[src/hw/rtl/sacmc_pkg.sv]
`default_nettype none
// ----------------------------------------------------------------------------
// sacmc_pkg
// Shared types and constants for the cache miss classifier.
// ----------------------------------------------------------------------------
package sacmc_pkg;

    localparam int SET_BITS  = 10;
    localparam int WAY_BITS  = 3;
    localparam int NUM_WAYS  = 1 << WAY_BITS;
    localparam int NUM_SETS  = 1 << SET_BITS;
    localparam int ROW_BITS  = (SET_BITS > 0) ? SET_BITS : 1;
    localparam int WSEL_BITS = (WAY_BITS > 0) ? WAY_BITS : 1;
    localparam int VROW_W    = NUM_WAYS;
    localparam logic [15:0] LFSR_TAPS = 16'hB400;
    localparam logic [15:0] LFSR_SEED = 16'd44257;
    localparam logic [13:0] FILL_MAX  = 14'd16383;

    typedef enum logic [1:0] {
        OUT_HIT        = 2'd0,
        OUT_COMPULSORY = 2'd1,
        OUT_CAPACITY   = 2'd2,
        OUT_CONFLICT   = 2'd3
    } t_outcome;

    typedef enum logic [1:0] {
        ST_IDLE  = 2'd0,
        ST_READ  = 2'd1,
        ST_WRITE = 2'd2,
        ST_CLEAR = 2'd3
    } t_state;

    localparam logic [1:0] REG_OFFSET = 2'd0;
    localparam logic [1:0] REG_INDEX  = 2'd1;
    localparam logic [1:0] REG_WAYS   = 2'd2;

    typedef struct packed {
        logic clear;
        logic capture;
        logic update;
    } t_cmd;

endpackage
`default_nettype wire

[src/hw/rtl/sacmc_ctrl.sv]
`default_nettype none
// ----------------------------------------------------------------------------
// sacmc_ctrl
// Sequencer: clearing pass after reset, then capture, memory read, then
// classify and write back.
// ----------------------------------------------------------------------------
module sacmc_ctrl
    import sacmc_pkg::*;
(
    input  wire  i_clk,
    input  wire  i_rst_n,
    input  wire  i_start,
    input  wire  i_clear_done,
    output logic o_busy,
    output t_cmd o_cmd
);
    t_state r_state, n_state;

    always_ff @(posedge i_clk) begin
        if (!i_rst_n) r_state <= ST_CLEAR;
        else          r_state <= n_state;
    end

    always_comb begin
        n_state = r_state;
        case (r_state)
            ST_IDLE:  if (i_start) n_state = ST_READ;
            ST_READ:  n_state = ST_WRITE;
            ST_WRITE: n_state = ST_IDLE;
            ST_CLEAR: if (i_clear_done) n_state = ST_IDLE;
            default:  n_state = ST_IDLE;
        endcase
    end

    always_comb begin
        o_busy        = (r_state != ST_IDLE);
        o_cmd.clear   = (r_state == ST_CLEAR);
        o_cmd.capture = (r_state == ST_IDLE) && i_start;
        o_cmd.update  = (r_state == ST_WRITE);
    end
endmodule
`default_nettype wire

[config.mk]
export PLATFORM = sky130hd
export DESIGN_NAME = sacmc_ctrl
export DESIGN_NICKNAME = d
export VERILOG_FILES = /design/src/hw/rtl/sacmc_pkg.sv /design/src/hw/rtl/sacmc_ctrl.sv
export SDC_FILE = /design/constraint.sdc
export NUM_CORES = 1
export LEC_CHECK = 0
export BUFFER_PORTS_ARGS = -buffer_cell sky130_fd_sc_hd__buf_2
export CAP_MARGIN = 30
export CORE_AREA = 5 5 42 44
export DETAILED_ROUTE_END_ITERATION = 6
export DIE_AREA = 0 0 47 49
export GPL_TIMING_DRIVEN = 0
export PLACE_DENSITY_LB_ADDON = 0.05
export SYNTH_ARGS = -nofsm -noshare
export SYNTH_HDL_FRONTEND = slang
export SYNTH_SLANG_ARGS = --single-unit
[constraint.sdc]
create_clock -name i_clk -period 0.9 [get_ports i_clk]
set_clock_uncertainty 0.15 [all_clocks]
set_input_delay 0.135 -clock i_clk [delete_from_list [all_inputs] [get_ports i_clk]]
set_output_delay 0.135 -clock i_clk [all_outputs]
set_load 0.03 [all_outputs]
# ---- Word-level counts from Yosys, hierarchy flattened
# Cells that the tools add are included.
dict set report word_totals {
  input_bits 4
  reg_bits 2
  wordCells 13
}
dict set report op_classes {
  eq_ne 5
  n_mux 3
  n_reduce_logical 4
}
# operator n
set op_table {}
lappend op_table {{$pmux 2 s4} 1}
lappend op_table {{$eq 2x2->1 const B} 2}
lappend op_table {{$mux 2} 2}
lappend op_table {{$ne 2x2->1 const B} 2}
lappend op_table {{$eq 2x1->1 const B} 1}
lappend op_table {{$logic_not 2->1} 1}
lappend op_table {{$reduce_and 2->1} 1}
lappend op_table {{$reduce_bool 2->1} 1}
lappend op_table {{$logic_and 1x1->1} 1}

# ---- Longest topological paths before layout
dict set report logic_depth {
  ltp_word 3
  ltp_mapped 2
  depth_no_buf 2
}

# ---- Least setup slack after synthesis
# Ideal clock, no wire load.
dict set report synth_timing {
  path_kind {register -> register}
  startpoint {register r_state[1]}
  endpoint {register r_state[0]}
  n_path_buf 0
  path_slack_ns -0.286
  arrival_ns 0.974
  stages_incl_launch_ff 3
  synth_period_minus_slack_ns 1.186
  setup_ns 0.062
  path_cell_list {dfxtp_1 nor3b_2 nand3b_1}
}
dict set report synth_via {
  elab_chain_len 3
}
# element line
set synth_lines {}
lappend synth_lines {{start, declared} sacmc_ctrl.sv:17} ;# t_state r_state, n_state;
lappend synth_lines {{start signal, assigned} sacmc_ctrl.sv:21} ;# else r_state <= n_state;
lappend synth_lines {{$eq 2x2->1 / $logic_not 2->1 (equally long branches)} sacmc_ctrl.sv:26} ;# case (r_state)
lappend synth_lines {{$ne 2x2->1 (no line)} --}
lappend synth_lines {{$reduce_and 2->1 (no line)} --}
# Several ways; a longest one is shown, not always the timed one.
# A chain may end at the register's enable or synchronous reset.

# ---- Final worst setup path
dict set report layout_timing {
  startpoint {register r_state[1]}
  endpoint {output o_busy}
}
dict set report layout_via {
  elab_chain_len 1
}
# element line
set layout_lines {}
lappend layout_lines {{$reduce_bool 2->1} sacmc_ctrl.sv:36} ;# o_busy = (r_state != ST_IDLE);
lappend layout_lines {{end, declared} sacmc_ctrl.sv:14} ;# output logic o_busy,
# Every way passes these cells.

==> flow_summary.ini <==
[synth]
synth_edf_count = 0
syn-mean-instance-area_um2 = 10.13
yosys_warning_total = 0
ys_types = 8
synth_seq_area_share_pct = 39.51
synth-async-reset-ratio_pct = 0
synth.cell_area_um2 = 101.3
synth_top_flop_cell = dfxtp_1
synth_area_leader_cell = dfxtp_1
syn_inst = 10
netlist.area_leader.share_pct = 39.51
syn_nets = 14
synth_top_cells_by_area = dfxtp_1 40%, nand3b_1 15%, nor3b_2 12%
synthTopCellsByCount = 2 x dfxtp_1, 2 x nand3b_1
number_of_flip_flops_and_latches_in_the_synthesized_netlist = 2

[sta]
post-route-worst-setup-slack_ns = -0.3278
finalMaxSlewViolations = 0
report.final.hold_viol_count = 0
minimum_clock_period_ns = 1.228
tightest_slew_ns = 0.1700
layout_worst_path_cycle_share_pct = 136.4
fmax_mhz = 814.5
grt_setup_unrepaired = yes
slew-limit-headroom_pct = 88.65
finalSetupViolCount = 6
holdWs_ns = 0.03618

[critical_path]
worstSetupStartpoint = r_state[1]$_SDFFE_PN1P_
cp-start-kind = register
r2r-start = r_state[0]$_SDFFE_PN1P_
worstPathArrival_ns = 0.94
maximum_fanout_encountered_on_the_critical_timing_path = 6
worstSetupEndpointType = output port
timing.setup.critical_path_class = register to output port
worst_ep_required_time_ns = 0.61
worstReg2RegEnd = r_state[1]$_SDFFE_PN1P_
r2r_slack_ns = -0.03
worst_r2r_path_depth = 3

[clock_network]
cts-root-to-sink-buffers = 2
cts_tree = built
clkTransAtPathRegs_ns = 0.03
root_buffer = clkbuf_4
cts_inserted_buffers = 3
worstSkewPairLatency_ns = 0.22
cts_num_sinks = 2
maximum_level_of_the_cts_h_tree = 1

[detailed_routing]
detailed_route_wire_length_per_cell_um = 7.842
post_route_drc_violation_count = 0
final_antenna_net_count = 0
viasPerCell = 2.921
vias = 111
wl_um = 298
dr.pass1.iters = 1
drt-initial-drc-count = 0

[hold_path]
hp-start = i_clear_done
hold_path_endpoint = r_state[1]$_SDFFE_PN1P_
hold_path_depth = 3
worstHoldPathType = input pin to register

[cells_and_area]
post_route_cells_drive_above_1_share_pct = 72.73
antenna-diode-count = 0
final_net_count = 28
syn2layout_area_growth_pct = 132.1
reg.largest.list = r_state: 2 flops
top_register = r_state
largest_register_ff_count = 2

[die]
row_count = 14
dieArea_mm2 = 0.002303
floorplan.core_area_mm2 = 0.001401
initial_util_pct = 7.232
die_h_um = 49
die_width_um = 47
pin_count = 8

[power_and_ir_drop]
netsw_uw = 108.9
sequentialPowerShare_pct = 27.6
power_report.internal_total_uw = 301.8
power_density_mw_per_mm2 = 1746
ir_worst_vdd_mv = 0.3920
p_total_uw = 410.7
power_frac_comb_pct = 25.0
p_sw_share_pct = 26.52
clkPwrFrac_pct = 47.4
static-leakage-power_uw = 0.0001055

[placement]
place_congestion = 0.6616
io_buffers = 7

[global_routing]
globalRoute.totalOverflow = 0
first_pass_grt_wire_length_um = 469
grt_max_degree = 7
grt.total_usage_pct = 3.235
antenna_found_initial = 0
grt_pass1_vias = 121

[job]
maxCapViolations = 0

[outcome]
outcome = finished, violations left
failed_checks = negative setup slack
## repair_timing
action,in CTS,in global routing
endpoints found under the hold margin,2,0
cloned,0,0
gates resized for setup,10,0
hold buffers,1,0
setup endpoints to repair,5,6
setup buffers,1,0
pin swaps,2,0
## power groups by stage
| stage | sequential, µW | clock, µW | combinational, µW |
|---|---|---|---|
| 2_1_floorplan | 112 | 0 | 54.3 |
| 3_3_place_gp | 116 | 0 | 76.0 |
| 3_5_place_dp | 116 | 0 | 75.7 |
| 4_1_cts | 114 | 215 | 104 |
| 5_1_grt | 116 | 224 | 108 |
| 6_report | 114 | 195 | 103 |
## metal layers
layer / vias up / global-route usage (%) / wire, µm
li1: 58 / - / -
met1: 48 / 3.282 / 113
met2: 5 / 3.620 / 140
met3: 0 / 2.214 / 44
met4: 0 / 4.147 / 0
met5: - / 0 / 0
## cells in the final DEF, fill, tap and decap left out, drive strengths merged
master	Yosys	final
a21bo	1	1
and2	1	1
buf	0	8
clkbuf	0	3
dfxtp	2	2
dlygate4sd3	0	1
nand2	1	1
nand3b	2	2
nor2b	1	1
nor3b	1	1
or2	1	1
## final cells by class
class / instances / area (µm²)
Fill cell: 167 / 1166
Timing Repair Buffer: 9 / 77.57
Tap cell: 16 / 20.02
Sequential cell: 2 / 45.04
Multi-Input combinational cell: 8 / 70.07
Clock buffer: 3 / 22.52
## logic make-up (layout without fill, tap and decap cells)
| kind of cell | count (synthesis) | count (layout) | synth area share [%] |
|---|---|---|---|
| compound gates | 1 | 1 | 9.877 |
| buf+inv | 0 | 12 | 0 |
| flops | 2 | 2 | 39.51 |
| simple gates | 7 | 7 | 50.62 |
## per-stage QoR
stage	setup slack [ns]	cell area, µm²	setup TNS (ns)	cells	utilization (%)
floorplan	-0.1730	111.4	-0.5124	10	-
global placement	-0.1906	166.4	-0.7646	33	11.88
detailed placement	-0.1784	166.4	-0.6905	33	11.88
CTS	-0.3474	235.2	-1.353	38	16.79
global route	-0.3746	235.2	-1.497	38	16.79
finish	-0.3278	235.2	-1.252	38	16.79
## how the worst max path moves through the flow
stage,endpoint,slack (ns),depth (start not counted)
3_3_place_gp,o_cmd[2],-0.19,2
4_1_cts,o_busy,-0.35,2
2_1_floorplan,r_state[0]$_SDFFE_PN1P_,-0.17,2
6_report,o_busy,-0.33,2
3_5_place_dp,o_cmd[0],-0.18,2
5_1_grt,o_cmd[1],-0.37,2
## critical path, stage by stage, from the launching register on
cell	delay [ns]
dfxtp_2	0.34
or2_1	0.24
buf_6	0.14
No activity file was read; power rests on OpenSTA's default activity.
